`config.mk`:
```
export PLATFORM = sky130hd
export DESIGN_NAME = nec_ir_frame_decoder_top
export DESIGN_NICKNAME = d
export VERILOG_FILES = /design/src/rtl/core/nirfd_pkg.sv /design/src/rtl/core/nirfd_front.sv /design/src/rtl/core/nirfd_queue.sv /design/src/rtl/core/nirfd_engine.sv /design/src/rtl/core/nec_ir_frame_decoder_top.sv
export SDC_FILE = /design/constraint.sdc
export NUM_CORES = 1
export LEC_CHECK = 0
export BUFFER_PORTS_ARGS = -buffer_cell sky130_fd_sc_hd__buf_4
export CORE_ASPECT_RATIO = 2
export CORE_MARGIN = 2
export CORE_UTILIZATION = 45
export DETAILED_ROUTE_END_ITERATION = 7
export SLEW_MARGIN = 20
export SYNTH_ARGS = -nofsm -noshare
export SYNTH_HDL_FRONTEND = slang
export SYNTH_HIERARCHICAL = 1
export SYNTH_SLANG_ARGS = --single-unit
```
`constraint.sdc`:
```
create_clock -name clk -period 3.7 [get_ports clk]
set_clock_uncertainty 0.2 [all_clocks]
set_input_delay 0.185 -clock clk [delete_from_list [all_inputs] [get_ports clk]]
set_output_delay 0.185 -clock clk [all_outputs]
set_load 0.02 [all_outputs]
```
`src/rtl/core/nirfd_pkg.sv`:
```
`timescale 1ns / 1ps

package nirfd_pkg;

    localparam int unsigned TICK_W      = 16;
    localparam int unsigned FRAME_BITS  = 32;
    localparam int unsigned COUNT_W     = $clog2(FRAME_BITS);
    localparam int unsigned BYTE_W      = 8;
    localparam int unsigned KIND_W      = 2;
    localparam int unsigned CFG_IDX_W   = 3;
    localparam int unsigned QUEUE_DEPTH = 2;
    localparam int unsigned QPTR_W      = (QUEUE_DEPTH > 1) ? $clog2(QUEUE_DEPTH) : 1;
    localparam int unsigned QLVL_W      = $clog2(QUEUE_DEPTH + 1);

    localparam logic [CFG_IDX_W-1:0] CFG_START  = 3'd0;
    localparam logic [CFG_IDX_W-1:0] CFG_REPEAT = 3'd1;
    localparam logic [CFG_IDX_W-1:0] CFG_ZERO   = 3'd2;
    localparam logic [CFG_IDX_W-1:0] CFG_ONE    = 3'd3;
    localparam logic [CFG_IDX_W-1:0] CFG_TOL    = 3'd4;

    localparam logic [TICK_W-1:0] START_RST  = 16'd12442;
    localparam logic [TICK_W-1:0] REPEAT_RST = 16'd10368;
    localparam logic [TICK_W-1:0] ZERO_RST   = 16'd1032;
    localparam logic [TICK_W-1:0] ONE_RST    = 16'd2074;
    localparam logic [TICK_W-1:0] TOL_RST    = 16'd500;

    localparam logic [KIND_W-1:0] EV_NONE   = 2'd0;
    localparam logic [KIND_W-1:0] EV_FRAME  = 2'd1;
    localparam logic [KIND_W-1:0] EV_REPEAT = 2'd2;

    typedef struct packed {
        logic start_hit;
        logic repeat_hit;
        logic zero_hit;
        logic one_hit;
    } nirfd_class_t;

    function automatic logic in_window(
        input logic [TICK_W-1:0] t,
        input logic [TICK_W-1:0] nominal,
        input logic [TICK_W-1:0] tol
    );
        logic [TICK_W-1:0] d;
        d = (t >= nominal) ? (t - nominal) : (nominal - t);
        return d < tol;
    endfunction

endpackage

```
`src/rtl/core/nirfd_front.sv`:
```
`timescale 1ns / 1ps

module nirfd_front (
    input  logic                                clk,
    input  logic                                rst_n,
    input  logic                                cfg_we,
    input  logic [nirfd_pkg::CFG_IDX_W-1:0]     cfg_index,
    input  logic [nirfd_pkg::TICK_W-1:0]        cfg_data,
    input  logic [nirfd_pkg::TICK_W-1:0]        interval_ticks,
    output nirfd_pkg::nirfd_class_t             cls
);

    logic [nirfd_pkg::TICK_W-1:0] start_reg;
    logic [nirfd_pkg::TICK_W-1:0] repeat_reg;
    logic [nirfd_pkg::TICK_W-1:0] zero_reg;
    logic [nirfd_pkg::TICK_W-1:0] one_reg;
    logic [nirfd_pkg::TICK_W-1:0] tol_reg;

    always_ff @(posedge clk or negedge rst_n)
    begin
        if (!rst_n)
        begin
            start_reg  <= nirfd_pkg::START_RST;
            repeat_reg <= nirfd_pkg::REPEAT_RST;
            zero_reg   <= nirfd_pkg::ZERO_RST;
            one_reg    <= nirfd_pkg::ONE_RST;
            tol_reg    <= nirfd_pkg::TOL_RST;
        end
        else if (cfg_we)
        begin
            unique case (cfg_index)
                nirfd_pkg::CFG_START:  start_reg  <= cfg_data;
                nirfd_pkg::CFG_REPEAT: repeat_reg <= cfg_data;
                nirfd_pkg::CFG_ZERO:   zero_reg   <= cfg_data;
                nirfd_pkg::CFG_ONE:    one_reg    <= cfg_data;
                nirfd_pkg::CFG_TOL:    tol_reg    <= cfg_data;
                default:
                begin
                end
            endcase
        end
    end

    // window compares are independent of decoder state
    always_comb
    begin
        cls.start_hit  = nirfd_pkg::in_window(interval_ticks, start_reg, tol_reg);
        cls.repeat_hit = nirfd_pkg::in_window(interval_ticks, repeat_reg, tol_reg);
        cls.zero_hit   = nirfd_pkg::in_window(interval_ticks, zero_reg, tol_reg);
        cls.one_hit    = nirfd_pkg::in_window(interval_ticks, one_reg, tol_reg);
    end

endmodule

```
`src/rtl/core/nirfd_queue.sv`:
```
`timescale 1ns / 1ps

module nirfd_queue (
    input  logic                             clk,
    input  logic                             rst_n,
    input  logic                             push,
    input  nirfd_pkg::nirfd_class_t          push_cls,
    output logic                             full,
    input  logic                             pop,
    output logic                             head_valid,
    output nirfd_pkg::nirfd_class_t          head_cls,
    output logic [nirfd_pkg::QLVL_W-1:0]     level
);

    localparam logic [nirfd_pkg::QPTR_W-1:0] LAST_PTR =
        nirfd_pkg::QPTR_W'(nirfd_pkg::QUEUE_DEPTH - 1);
    localparam logic [nirfd_pkg::QLVL_W-1:0] FULL_LVL =
        nirfd_pkg::QLVL_W'(nirfd_pkg::QUEUE_DEPTH);

    nirfd_pkg::nirfd_class_t mem [nirfd_pkg::QUEUE_DEPTH];

    logic [nirfd_pkg::QPTR_W-1:0] wr_ptr_reg;
    logic [nirfd_pkg::QPTR_W-1:0] wr_ptr_next;
    logic [nirfd_pkg::QPTR_W-1:0] rd_ptr_reg;
    logic [nirfd_pkg::QPTR_W-1:0] rd_ptr_next;
    logic [nirfd_pkg::QLVL_W-1:0] level_reg;
    logic [nirfd_pkg::QLVL_W-1:0] level_next;
    logic                         do_push;
    logic                         do_pop;

    assign full       = (level_reg == FULL_LVL);
    assign head_valid = (level_reg != '0);
    assign head_cls   = mem[rd_ptr_reg];
    assign level      = level_reg;
    assign do_push    = push && !full;
    assign do_pop     = pop && head_valid;

    always_comb
    begin
        wr_ptr_next = wr_ptr_reg;
        rd_ptr_next = rd_ptr_reg;
        level_next  = level_reg;
        if (do_push)
        begin
            wr_ptr_next = (wr_ptr_reg == LAST_PTR) ? '0 : wr_ptr_reg + 1'b1;
        end
        if (do_pop)
        begin
            rd_ptr_next = (rd_ptr_reg == LAST_PTR) ? '0 : rd_ptr_reg + 1'b1;
        end
        if (do_push && !do_pop)
        begin
            level_next = level_reg + 1'b1;
        end
        else if (do_pop && !do_push)
        begin
            level_next = level_reg - 1'b1;
        end
    end

    always_ff @(posedge clk or negedge rst_n)
    begin
        if (!rst_n)
        begin
            wr_ptr_reg <= '0;
            rd_ptr_reg <= '0;
            level_reg  <= '0;
        end
        else
        begin
            wr_ptr_reg <= wr_ptr_next;
            rd_ptr_reg <= rd_ptr_next;
            level_reg  <= level_next;
        end
    end

    always_ff @(posedge clk)
    begin
        if (do_push)
        begin
            mem[wr_ptr_reg] <= push_cls;
        end
    end

endmodule

```
`src/rtl/core/nirfd_engine.sv`:
```
`timescale 1ns / 1ps

module nirfd_engine (
    input  logic                                clk,
    input  logic                                rst_n,
    input  logic                                head_valid,
    input  nirfd_pkg::nirfd_class_t             head_cls,
    output logic                                pop,
    output logic                                out_valid,
    input  logic                                out_ready,
    output logic [nirfd_pkg::KIND_W-1:0]        event_kind,
    output logic [nirfd_pkg::BYTE_W-1:0]        address_byte,
    output logic [nirfd_pkg::BYTE_W-1:0]        command_byte
);

    typedef enum logic [1:0] {
        PH_IDLE  = 2'd0,
        PH_AWAIT = 2'd1,
        PH_DATA  = 2'd2
    } phase_t;

    localparam logic [nirfd_pkg::COUNT_W-1:0] LAST_BIT =
        nirfd_pkg::COUNT_W'(nirfd_pkg::FRAME_BITS - 1);

    phase_t                               phase_reg;
    phase_t                               phase_next;
    logic [nirfd_pkg::COUNT_W-1:0]        count_reg;
    logic [nirfd_pkg::COUNT_W-1:0]        count_next;
    logic [nirfd_pkg::FRAME_BITS-1:0]     shift_reg;
    logic [nirfd_pkg::FRAME_BITS-1:0]     shift_next;
    logic [nirfd_pkg::BYTE_W-1:0]         held_addr_reg;
    logic [nirfd_pkg::BYTE_W-1:0]         held_addr_next;
    logic [nirfd_pkg::BYTE_W-1:0]         held_cmd_reg;
    logic [nirfd_pkg::BYTE_W-1:0]         held_cmd_next;
    logic                                 out_valid_reg;
    logic                                 out_valid_next;
    logic [nirfd_pkg::KIND_W-1:0]         kind_reg;
    logic [nirfd_pkg::KIND_W-1:0]         kind_next;
    logic [nirfd_pkg::BYTE_W-1:0]         addr_out_reg;
    logic [nirfd_pkg::BYTE_W-1:0]         addr_out_next;
    logic [nirfd_pkg::BYTE_W-1:0]         cmd_out_reg;
    logic [nirfd_pkg::BYTE_W-1:0]         cmd_out_next;
    logic [nirfd_pkg::KIND_W-1:0]         kind;
    logic                                 check_ok;

    assign pop          = head_valid && (!out_valid_reg || out_ready);
    assign out_valid    = out_valid_reg;
    assign event_kind   = kind_reg;
    assign address_byte = addr_out_reg;
    assign command_byte = cmd_out_reg;

    always_comb
    begin
        phase_next     = phase_reg;
        count_next     = count_reg;
        shift_next     = shift_reg;
        held_addr_next = held_addr_reg;
        held_cmd_next  = held_cmd_reg;
        out_valid_next = out_valid_reg;
        kind_next      = kind_reg;
        addr_out_next  = addr_out_reg;
        cmd_out_next   = cmd_out_reg;
        kind           = nirfd_pkg::EV_NONE;
        check_ok       = 1'b0;
        if (pop)
        begin
            unique case (phase_reg)
                PH_AWAIT:
                begin
                    if (head_cls.start_hit)
                    begin
                        phase_next = PH_DATA;
                        count_next = '0;
                    end
                    else if (head_cls.repeat_hit)
                    begin
                        kind       = nirfd_pkg::EV_REPEAT;
                        phase_next = PH_IDLE;
                    end
                end
                PH_DATA:
                begin
                    if (head_cls.zero_hit || head_cls.one_hit)
                    begin
                        // lsb first: first bit ends up in bit 0
                        shift_next = {!head_cls.zero_hit,
                                      shift_reg[nirfd_pkg::FRAME_BITS-1:1]};
                        if (count_reg == LAST_BIT)
                        begin
                            check_ok = (shift_next[7:0] == ~shift_next[15:8]) &&
                                       (shift_next[23:16] == ~shift_next[31:24]);
                            if (check_ok)
                            begin
                                held_addr_next = shift_next[7:0];
                                held_cmd_next  = shift_next[23:16];
                                kind           = nirfd_pkg::EV_FRAME;
                            end
                            phase_next = PH_IDLE;
                            count_next = '0;
                        end
                        else
                        begin
                            count_next = count_reg + 1'b1;
                        end
                    end
                    else
                    begin
                        phase_next = PH_AWAIT;
                        count_next = '0;
                    end
                end
                default:
                begin
                    phase_next = PH_AWAIT;
                    count_next = '0;
                end
            endcase
            out_valid_next = 1'b1;
            kind_next      = kind;
            addr_out_next  = held_addr_next;
            cmd_out_next   = held_cmd_next;
        end
        else if (out_ready)
        begin
            out_valid_next = 1'b0;
        end
    end

    always_ff @(posedge clk or negedge rst_n)
    begin
        if (!rst_n)
        begin
            phase_reg     <= PH_IDLE;
            count_reg     <= '0;
            shift_reg     <= '0;
            held_addr_reg <= '0;
            held_cmd_reg  <= '0;
            out_valid_reg <= 1'b0;
            kind_reg      <= nirfd_pkg::EV_NONE;
            addr_out_reg  <= '0;
            cmd_out_reg   <= '0;
        end
        else
        begin
            phase_reg     <= phase_next;
            count_reg     <= count_next;
            shift_reg     <= shift_next;
            held_addr_reg <= held_addr_next;
            held_cmd_reg  <= held_cmd_next;
            out_valid_reg <= out_valid_next;
            kind_reg      <= kind_next;
            addr_out_reg  <= addr_out_next;
            cmd_out_reg   <= cmd_out_next;
        end
    end

endmodule

```
`src/rtl/core/nec_ir_frame_decoder_top.sv`:
```
`timescale 1ns / 1ps

// nec ir frame decoder
// input channel (in_valid/in_ready): one item per falling edge of the
//   demodulated ir signal, carrying interval_ticks since the previous edge
// output channel (out_valid/out_ready): one item per input item with
//   event_kind (0 nothing, 1 frame, 2 repeat) and the held address and command
// config port: cfg_we with cfg_index 0..4 = start, repeat, zero, one and
//   tolerance ticks; write only while no item is in flight
// path: an accepted item is written into the queue, and the engine pops it into
//   the output register when that register is empty or being taken
// throughput: one item per cycle while out_ready stays high, set by the window
//   compares in the front and the state update in the back
// a two-entry queue sits between front and back; when the receiver stalls
//   the output register holds, the queue fills and in_ready drops once it
//   is full
// reset: all window registers take their nominal values, the decoder waits
//   for a first edge and the held address and command read zero

module nec_ir_frame_decoder_top (
    input  logic                                clk,
    input  logic                                rst_n,
    input  logic                                cfg_we,
    input  logic [nirfd_pkg::CFG_IDX_W-1:0]     cfg_index,
    input  logic [nirfd_pkg::TICK_W-1:0]        cfg_data,
    input  logic                                in_valid,
    output logic                                in_ready,
    input  logic [nirfd_pkg::TICK_W-1:0]        interval_ticks,
    output logic                                out_valid,
    input  logic                                out_ready,
    output logic [nirfd_pkg::KIND_W-1:0]        event_kind,
    output logic [nirfd_pkg::BYTE_W-1:0]        address_byte,
    output logic [nirfd_pkg::BYTE_W-1:0]        command_byte
);

    nirfd_pkg::nirfd_class_t          front_cls;
    nirfd_pkg::nirfd_class_t          head_cls;
    logic                             q_full;
    logic                             head_valid;
    logic                             pop;
    logic [nirfd_pkg::QLVL_W-1:0]     q_level;

    assign in_ready = !q_full;

    nirfd_front u_front (
        .clk            (clk),
        .rst_n          (rst_n),
        .cfg_we         (cfg_we),
        .cfg_index      (cfg_index),
        .cfg_data       (cfg_data),
        .interval_ticks (interval_ticks),
        .cls            (front_cls)
    );

    nirfd_queue u_queue (
        .clk        (clk),
        .rst_n      (rst_n),
        .push       (in_valid),
        .push_cls   (front_cls),
        .full       (q_full),
        .pop        (pop),
        .head_valid (head_valid),
        .head_cls   (head_cls),
        .level      (q_level)
    );

    nirfd_engine u_engine (
        .clk          (clk),
        .rst_n        (rst_n),
        .head_valid   (head_valid),
        .head_cls     (head_cls),
        .pop          (pop),
        .out_valid    (out_valid),
        .out_ready    (out_ready),
        .event_kind   (event_kind),
        .address_byte (address_byte),
        .command_byte (command_byte)
    );

    a_level_bound: assert property (@(posedge clk) disable iff (!rst_n)
        q_level <= nirfd_pkg::QLVL_W'(nirfd_pkg::QUEUE_DEPTH))
        else $error("queue level beyond depth");

    a_pop_needs_item: assert property (@(posedge clk) disable iff (!rst_n)
        pop |-> q_level != '0)
        else $error("pop from empty queue");

    a_two_cycle_latency: assert property (@(posedge clk) disable iff (!rst_n)
        (in_valid && in_ready && q_level == '0 && !out_valid) |-> ##2 out_valid)
        else $error("item did not reach output in two cycles");

    a_level_tracks: assert property (@(posedge clk) disable iff (!rst_n)
        (in_valid && in_ready && !pop) |=> q_level == $past(q_level) + 1'b1)
        else $error("queue level did not follow a lone push");

endmodule
```
Yosys cells after proc, flatten, opt, wreduce, memory -nomap -nowiden:

Memory sizes are Yosys's and may differ from the RTL's.
Cells that the tools add are included.

* bits in registers: 142
* memory bits (writable): 8
* memories kept: 1

Memories
* u_queue.mem: depth 2, bits a word 4, read ports 1, clocked after Yosys merged registers in 0, wr ports 1, RTL line nirfd_queue.sv:20 `nirfd_pkg::nirfd_class_t mem [nirfd_pkg::QUEUE_DEPTH];`

* add/subtract/negate cells: 13
* $lt $le $gt $ge: 8
* eq/ne operators: 13
* muxes and demuxes: 35
* bitwise gates (word level): 2
* reduce and logical (&&, ||, !) cells: 26

Operator list (number)
* subtractor 16 bit: 8
* greater-or-equal comparator 16 bit: 4
* less-than comparator 16 bit: 4
* 2-to-1 mux 16 bit: 4
* 2-to-1 mux 8 bit: 8
* 2-to-1 mux 2 bit: 10
* equality test 8 bit: 2
* inverter 8 bit: 2
* 2-to-1 mux 5 bit: 3
* AND reduction 2 bit: 6
* case mux 5 bit (2 select lines): 1
* case mux 2 bit (2 select lines): 2
* 2-to-1 mux 1 bit: 7
* equality test 3 x 2 -> 1 bit, second input constant: 2
* logical AND 1 bit: 6
* inequality test 3 bit, second input constant: 2
* AND reduction 3 bit: 2
* nonzero test 2 bit: 3
* adder 5 x 1 -> 5 bit, second input constant: 1
* equality test 5 bit, second input constant: 1
* zero test 1 bit: 5
* AND reduction 5 bit: 1
* equality test 2 bit, second input constant: 2
* equality test 3 x 1 -> 1 bit, second input constant: 1
* other kinds (8): 10

Longest topological paths before layout:

Gate-level depths: netlist of the first run.
An unclocked memory read counts as a cell.

* depth in word-level cells: 9
* depth in mapped cells: 22
* gate-level depth less buffers: 20

Hierarchy:

Netlist of the first run, hierarchy kept.

Modules (own cells, without submodules)
* nirfd_front: instances 1, cells an instance 1212, area an instance 9899.5 um^2, sequential area each 2028.2 um^2
* nirfd_engine: instances 1, cells an instance 176, area an instance 2511.2 um^2, sequential area each 1426.4 um^2
* nirfd_queue: instances 1, cells an instance 31, area an instance 503.0 um^2, sequential area each 340.3 um^2
* nec_ir_frame_decoder_top: instances 1, cells an instance 1, area an instance 3.8 um^2, sequential area each 0.0 um^2

Worst setup path before layout of the first run:

OpenSTA, ideal clock, no wires.

* path type: register -> register
* start point: register u_front/zero_reg[10] in the netlist's numbering
* end point: memory u_queue/mem[0][1] in the netlist's numbering, data pin
* library setup time: 0.134 ns
* arrival time: 3.766 ns
* setup slack: -0.401 ns
* stages on the path, launching flop included: 19
* path buffers: 2
* clock period less this slack: 4.101 ns
* cell sequence: dfstp_2 ha_1 clkbuf_1 and3_1 and3_1 o211a_1 a211oi_1 nand2_1 buf_2 mux2i_1 xnor2_1 ha_1 a21o_1 a21o_1 a2111oi_0 o21ai_0 a31o_2 a21oi_1 o21a_1

RTL lines
* start: declaration: RTL line nirfd_front.sv:15 `logic [nirfd_pkg::TICK_W-1:0] zero_reg;`
* start signal: assignment: RTL line nirfd_front.sv:25 `zero_reg <= nirfd_pkg::ZERO_RST;`
* start signal: assignment: RTL line nirfd_front.sv:34 `nirfd_pkg::CFG_ZERO: zero_reg <= cfg_data;`
* end: declaration: RTL line nirfd_queue.sv:20

==> qor.log, run 1 <==
INFO  status         run_status=finished, violations left
INFO  status         violations=hold timing, setup timing
INFO  layout         area_growth=29.8%
INFO  global_routing antenna_found_initial=0
INFO  run            cap_violations=0
INFO  clock_tree     cts_htree_levels=4
INFO  drt            ant_nets=0
INFO  logic_synthesis synthesis.area=12900µm²
INFO  layout         multi_input_comb_area=8800µm²
INFO  logic_synthesis synth_edf_count=8
INFO  drt            route.detailed.vias_per_inst=5.48
INFO  logic_synthesis avgSynthCellArea=9.10µm²
INFO  clock_tree     clk-insertion-delay-late=0.45ns
INFO  logic_synthesis yosys_warnings=6
INFO  drt            via_count=11456
INFO  worst_hold_path holdCritStartpoint=cfg_index[0]
INFO  layout         insertedDiodeCount=0
INFO  critical_path  cp.required=3.77ns
INFO  global_routing grt_pass1_wl=63700µm
INFO  worst_hold_path holdCritPathClass=in -> reg
INFO  die            top_level_ports=60
INFO  layout         fraction_of_final_layout_cells_sized_beyond_drive_strength_1=31.3%
INFO  layout         postLayoutCoreUtil=59.5%
INFO  clock_tree     clk_path_buf_depth=2
INFO  sta            finalHoldWorstSlack=-0.0289ns
INFO  die            die_y=244µm
INFO  sta            worst_slew_margin_rel=32.8%
INFO  global_routing use_met2=54.3%
INFO  logic_synthesis synth_top_flop_cell=dfrtp_1
INFO  global_routing gr-usage-all-layers=28.5%
INFO  power          ir_drop=0.400mV
INFO  logic_synthesis synth.ff_latch_count=149
INFO  layout         instances_no_fill=2089
INFO  power          leakage_component_of_the_power=8.21nW
INFO  logic_synthesis syn_inst=1420
INFO  global_routing grtUsageMet1=26.2%
INFO  placed_design  gp_weighted_congestion=0.953
INFO  clock_tree     clock-root-buffer=clkbuf_16
INFO  critical_path  cp_max_fo=3
INFO  global_routing grt_start_max_net_pins=92
INFO  critical_path  timing.rr.start=u_front/one_reg[0]
INFO  logic_synthesis ys_seq_area_share=29.4%
INFO  die            rows=87
INFO  drt            detail_route.wirelength=41600µm
INFO  clock_tree     cts_buffers=17
INFO  die            initial_utilization=45.8%
INFO  clock_tree     clock_sinks=149
INFO  drt            post-route-drc-count=0
INFO  sta            fin_tns_setup=-0.769ns
INFO  die            die-width=124µm
INFO  sta            finalHoldViolations=2
INFO  sta            max_slew.worst_pin.slew=1.00ns
INFO  layout         seqCellArea=3790µm²
INFO  sta            rsz0062_at_grt=true
INFO  drt            drtPass1Iterations=4
INFO  drt            routed_wire_length_per_instance=19.9µm
INFO  sta            timing_max_transition_violations_final=0
INFO  layout         mostFrequentLayoutCell=buf_4
INFO  critical_path  timing.reg2reg.setup_slack=-0.16ns
INFO  worst_hold_path whs_endpoint=u_front/zero_reg[3]
INFO  layout         layout.nets=1957
INFO  critical_path  timing.critical_path.to_type=flip-flop
INFO  clock_tree     tritoncts=yes
INFO  power          power_per_cell_area=571nW/µm²
INFO  sta            maxClockFrequency=0.259GHz
INFO  logic_synthesis synthArstFlopShare=94.6%
INFO  layout         num-fill-cells=2509
INFO  logic_synthesis syn_nets=1657
INFO  sta            post-route-worst-setup-slack=-0.161ns
INFO  sta            min_period_over_period=104%
INFO  sta            setup_viol=8
INFO  placed_design  placement.io_buffers=59
INFO  placed_design  placedCellCount=2007
INFO  logic_synthesis synth.distinct_cells=78
INFO  drt            drt_first_iter_violations=404
INFO  sta            final.min_clock_period=3.86ns
INFO  global_routing grt-busiest-layer=met2
INFO  critical_path  r2r-end=u_queue/mem[0][0]
INFO  critical_path  critical_path.startpoint_type=flip-flop
INFO  global_routing global_route.overflow_total=0
INFO  layout         commonest_cells_after_routing_fill_and_taps_aside=buf_4 (306), ha_1 (176), nand2_1 (127)
INFO  layout         max_reg_flops=31
INFO  worst_hold_path min_path_cells=4
INFO  critical_path  timing.critical_path.arrival=3.93ns
INFO  global_routing grt_pass1_vias=11924
INFO  critical_path  rr_worst_depth=19
INFO  clock_tree     clkTransAtPathRegs=0.07ns
INFO  placed_design  place_hpwl=33800µm
INFO  die            overall_die_area=30200µm²
INFO  global_routing globalRouteMet3Util=2.43%
INFO  die            coreArea=28200µm²
INFO  critical_path  crit_type=reg -> reg
synth_stat cells (22+ instances only):
master,count,share of area [%]
a21o_1,51,3.0
mux2i_1,23,1.8
ha_1,189,18
a21oi_1,104,4.0
clkbuf_1,43,1.2
o21ai_0,124,4.8
nor2_1,46,1.3
mux2_2,61,5.3
inv_1,120,3.5
nand2_1,129,3.7
xor2_1,28,1.9
dfrtp_1,120,23
xnor2_1,48,3.3
nor2b_1,22,1.1
timing repair:
item,in CTS,in global routing
endpoints found under the hold margin,161,0
endpoints found under the setup margin,8,8
hold buffers,19,0
setup buffers,26,5
gates resized for setup,53,26
pin swaps,42,8
metrics by stage:
stage | setup slack (ns) | instance area [µm²] | total power [mW]
final | -0.161 | 16800 | 9.58
after global routing | -0.293 | 16800 | 10.3
after CTS | -0.101 | 16600 | 9.47
after detailed placement | -0.508 | 15500 | 7.47
after global placement | -0.373 | 15500 | 7.37
after floorplan | -0.105 | 13100 | 5.62
power by group:
part / internal [mW] / switching [mW]
Clock: 0.862 / 0.748
Sequential: 1.99 / 0.195
Combinational: 2.80 / 2.98
Total: 5.66 / 3.92
per-layer routing:
layer / part of all wire, % / routed length (µm)
met1: 33 / 13800
met5: 0 / 0
met3: 2.2 / 925
met4: 9.4 / 3900
met2: 55 / 23000
how the worst max path moves through the flow:
stage,cells after the start,from,to,slack [ns]
detailed placement,20,interval_ticks[0],u_queue/mem[1][0],-0.51
CTS,19,u_front/one_reg[0],u_queue/mem[0][0],-0.10
floorplan,18,u_front/zero_reg[10],u_queue/mem[0][1],-0.11
global placement,22,interval_ticks[0],u_queue/mem[0][2],-0.37
global route,18,u_front/start_reg[1],u_queue/mem[0][3],-0.29
finish,19,u_front/one_reg[0],u_queue/mem[0][0],-0.16
worst max-delay path, stage by stage, from the launching register on:
cell      delay [ns]
dfrtp_1         0.37
ha_2            0.19
inv_2           0.04
fa_2            0.36
nand3_2         0.10
a311oi_2        0.10
o31ai_2         0.27
o211ai_2        0.18
buf_4           0.18
a211oi_4        0.19
a21oi_2         0.06
xor2_1          0.17
ha_1            0.29
a21o_1          0.19
a21o_1          0.17
a21oi_2         0.12
nor2b_1         0.06
o21ai_1         0.17
a21oi_2         0.08
nor3_2          0.18
cells by family after synthesis:
family / after synthesis / synth area share, %
compound gates: 403 / 19.3
simple gates: 316 / 12.3
fa+ha+maj: 197 / 19.5
buf+inv: 181 / 5.64
flops: 149 / 29.4
mux: 97 / 8.49
xor+xnor: 77 / 5.28
cell type report:
cell class                      instances  share of cell area (%)
Inverter                              120                    2.69
Multi-Input combinational cell       1090                    52.5
Clock buffer                           18                    2.56
Timing Repair Buffer                  342                    16.4
Clock inverter                         14                   0.597
Sequential cell                       149                    22.6
Tap cell                              356                    2.66
No activity file was read; power rests on OpenSTA's default activity.
==> run 2, diff against run 1 <==
--- a/config.mk
+++ b/config.mk
@@ -10,7 +10,6 @@
 export CORE_MARGIN = 2
 export CORE_UTILIZATION = 45
 export DETAILED_ROUTE_END_ITERATION = 7
-export SLEW_MARGIN = 20
 export SYNTH_ARGS = -nofsm -noshare
 export SYNTH_HDL_FRONTEND = slang
 export SYNTH_HIERARCHICAL = 1
==> constraint.sdc (replaced) <==
create_clock -name clk -period 4.2 [get_ports clk]
set_clock_uncertainty 0.2 [all_clocks]
set_input_delay 0.21 -clock clk [delete_from_list [all_inputs] [get_ports clk]]
set_output_delay 0.21 -clock clk [all_outputs]
set_load 0.02 [all_outputs]
==> run 2 against run 1 <==
Flip-flop and latch count unchanged. Via count fell by 4.7%. Total power is 17% lower. Setup slack better by 0.33 ns. Final cell count down 6.5%. Critical endpoint unchanged. Highest routed layer unchanged. Count of clock-buffer cells in the layout is 3 higher. Maximum frequency down 4.3%. Largest cell class unchanged. Combinational power shrank 23%. The run now ends clean. First-iteration DRC count is 19% higher. Sequential power shrank 12%. Sequential share of layout area grew 2.0 points. Critical path depth decreased by 1.
==> qor.log, run 2 (synthesis gave the netlist of run 1 again) <==
INFO  layout         commonest_cells_after_routing_fill_and_taps_aside=ha_1 (187), buf_4 (184), nand2_1 (128)
INFO  placed_design  gp_weighted_congestion=0.969
INFO  placed_design  placement.io_buffers=59
INFO  run            cap_violations=0
INFO  critical_path  critical_path.startpoint_type=flip-flop
INFO  critical_path  timing.reg2reg.setup_slack=0.17ns
INFO  power          ir_drop=0.339mV
INFO  placed_design  pre_cts_slack=-0.260ns
INFO  drt            routed_wire_length_per_instance=21.1µm
INFO  critical_path  cp_max_fo=6
INFO  die            top_level_ports=60
INFO  global_routing global_route.overflow_total=0
INFO  clock_tree     clk-insertion-delay-late=0.45ns
INFO  sta            finalHoldWorstSlack=0.0875ns
INFO  global_routing antenna_found_initial=0
INFO  die            initial_utilization=45.8%
INFO  drt            route.detailed.vias_per_inst=5.59
INFO  drt            ant_nets=0
INFO  worst_hold_path holdCritPathClass=in -> reg
INFO  sta            min_period_over_period=96.0%
INFO  global_routing gr-usage-all-layers=28.0%
INFO  layout         insertedDiodeCount=0
INFO  drt            drtPass1Iterations=6
INFO  layout         mostFrequentLayoutCell=ha_1
INFO  power          power_per_cell_area=519nW/µm²
INFO  critical_path  timing.rr.start=u_front/one_reg[4]
INFO  sta            fin_tns_setup=0ns
INFO  clock_tree     tritoncts=yes
INFO  status         run_status=completed
INFO  sta            post-route-worst-setup-slack=0.166ns
INFO  drt            post-route-drc-count=0
INFO  layout         area_growth=19.2%
INFO  power          leakage_component_of_the_power=7.53nW
INFO  sta            finalHoldViolations=0
INFO  sta            setup_viol=0
INFO  layout         max_reg_flops=31
INFO  global_routing grt_pass1_vias=11326
INFO  drt            detail_route.wirelength=41100µm
INFO  die            coreArea=28200µm²
INFO  critical_path  timing.critical_path.arrival=4.16ns
INFO  clock_tree     clock_sinks=149
INFO  placed_design  place_hpwl=34000µm
INFO  drt            drt_first_iter_violations=479
INFO  sta            final.min_clock_period=4.03ns
INFO  critical_path  crit_type=reg -> reg
INFO  die            rows=87
INFO  die            die_y=244µm
INFO  layout         layout.nets=1821
INFO  critical_path  worstSetupStartpoint=u_front/one_reg[4]
INFO  layout         fraction_of_final_layout_cells_sized_beyond_drive_strength_1=22.2%
INFO  clock_tree     clk_path_buf_depth=2
INFO  sta            worst_slew_margin_rel=21.4%
INFO  critical_path  cp.required=4.32ns
INFO  sta            maxClockFrequency=0.248GHz
INFO  global_routing grt_start_max_net_pins=95
INFO  drt            via_count=10921
INFO  clock_tree     clock-root-buffer=clkbuf_16
INFO  critical_path  timing.critical_path.to_type=flip-flop
INFO  global_routing grt_pass1_wl=62200µm
INFO  sta            max_slew.worst_pin.slew=1.18ns
INFO  sta            timing_max_transition_violations_final=0
INFO  clock_tree     cts_htree_levels=4
INFO  clock_tree     clkTransAtPathRegs=0.06ns
INFO  die            overall_die_area=30200µm²
INFO  clock_tree     cts_buffers=17
INFO  die            die-width=124µm
INFO  worst_hold_path holdCritStartpoint=cfg_index[1]
-- run 2: changes by cell type in the layout (fill, tap and decap cells not counted), sizes merged --
| cell | delta |
|---|---|
| bufinv | +3 |
| inv | -4 |
| clkinvlp | -2 |
| clkbuf | +3 |
| buf | -136 |
-- run 2: path summary, 6_finish.rpt --
kind / endpoint / cells after the start
worst min-delay path: u_front/tol_reg[2] / 5
worst min register to register: u_engine/count_reg[3] / 1
worst max register to register: u_queue/mem[0][0] / 18
min in group asynchronous: u_engine/address_byte[4] / 2
max in group asynchronous: u_front/repeat_reg[11] / 3
worst max-delay path: u_queue/mem[0][0] / 18
-- run 2: metrics by stage --
step           power, mW  area (µm²)  cells  util [%]
2_1_floorplan       4.87       12900   1420         -
3_3_place_gp        6.13       14500   1896      51.3
3_5_place_dp        6.21       14500   1896      51.3
4_1_cts             7.92       15300   1949      54.2
5_1_grt             8.63       15400   1953      54.6
6_report            8.00       15400   1953      54.6
-- run 2: area by class of cell --
| cell class | count | area, µm² |
|---|---|---|
| Fill cell | 2619 | 12800 |
| Inverter | 120 | 450 |
| Multi-Input combinational cell | 1090 | 8490 |
| Sequential cell | 149 | 3790 |
| Clock buffer | 21 | 470 |
| Clock inverter | 11 | 148 |
| Timing Repair Buffer | 206 | 1610 |
| Tap cell | 356 | 445 |
-- run 2: repair_timing --
item | CTS | global route
endpoints found under the setup margin | 4 | 8
setup buffers | 2 | 4
pin swaps | 3 | 14
endpoints found under the hold margin | 162 | 0
hold buffers | 19 | 0
gates resized for setup | 2 | 25
-- run 2: layer usage --
layer / share of wire (%) / global-route usage [%]
met2: 55 / 53.2
met5: 0 / 0
met1: 33 / 25.2
met4: 9.5 / 22.8
met3: 2.7 / 3.30
-- run 2: where the power goes --
part	internal [mW]	switching (mW)	total [mW]
clock	0.984	0.644	1.63
sequential	1.76	0.168	1.92
combinational	2.00	2.45	4.45
total	4.74	3.26	8.00
-- run 2: critical path, cell delays in order (launching register included) --
cell	delay (ns)
dfstp_2	0.55
ha_1	0.25
buf_4	0.17
and3_4	0.16
a221o_1	0.33
a31o_2	0.26
a21o_2	0.22
a211oi_2	0.23
a21oi_1	0.07
xor2_1	0.14
ha_1	0.29
a21o_1	0.16
a21o_1	0.17
a21oi_1	0.15
nor2b_1	0.06
o21ai_1	0.11
a21oi_1	0.08
nor3_1	0.17
buf_4	0.13
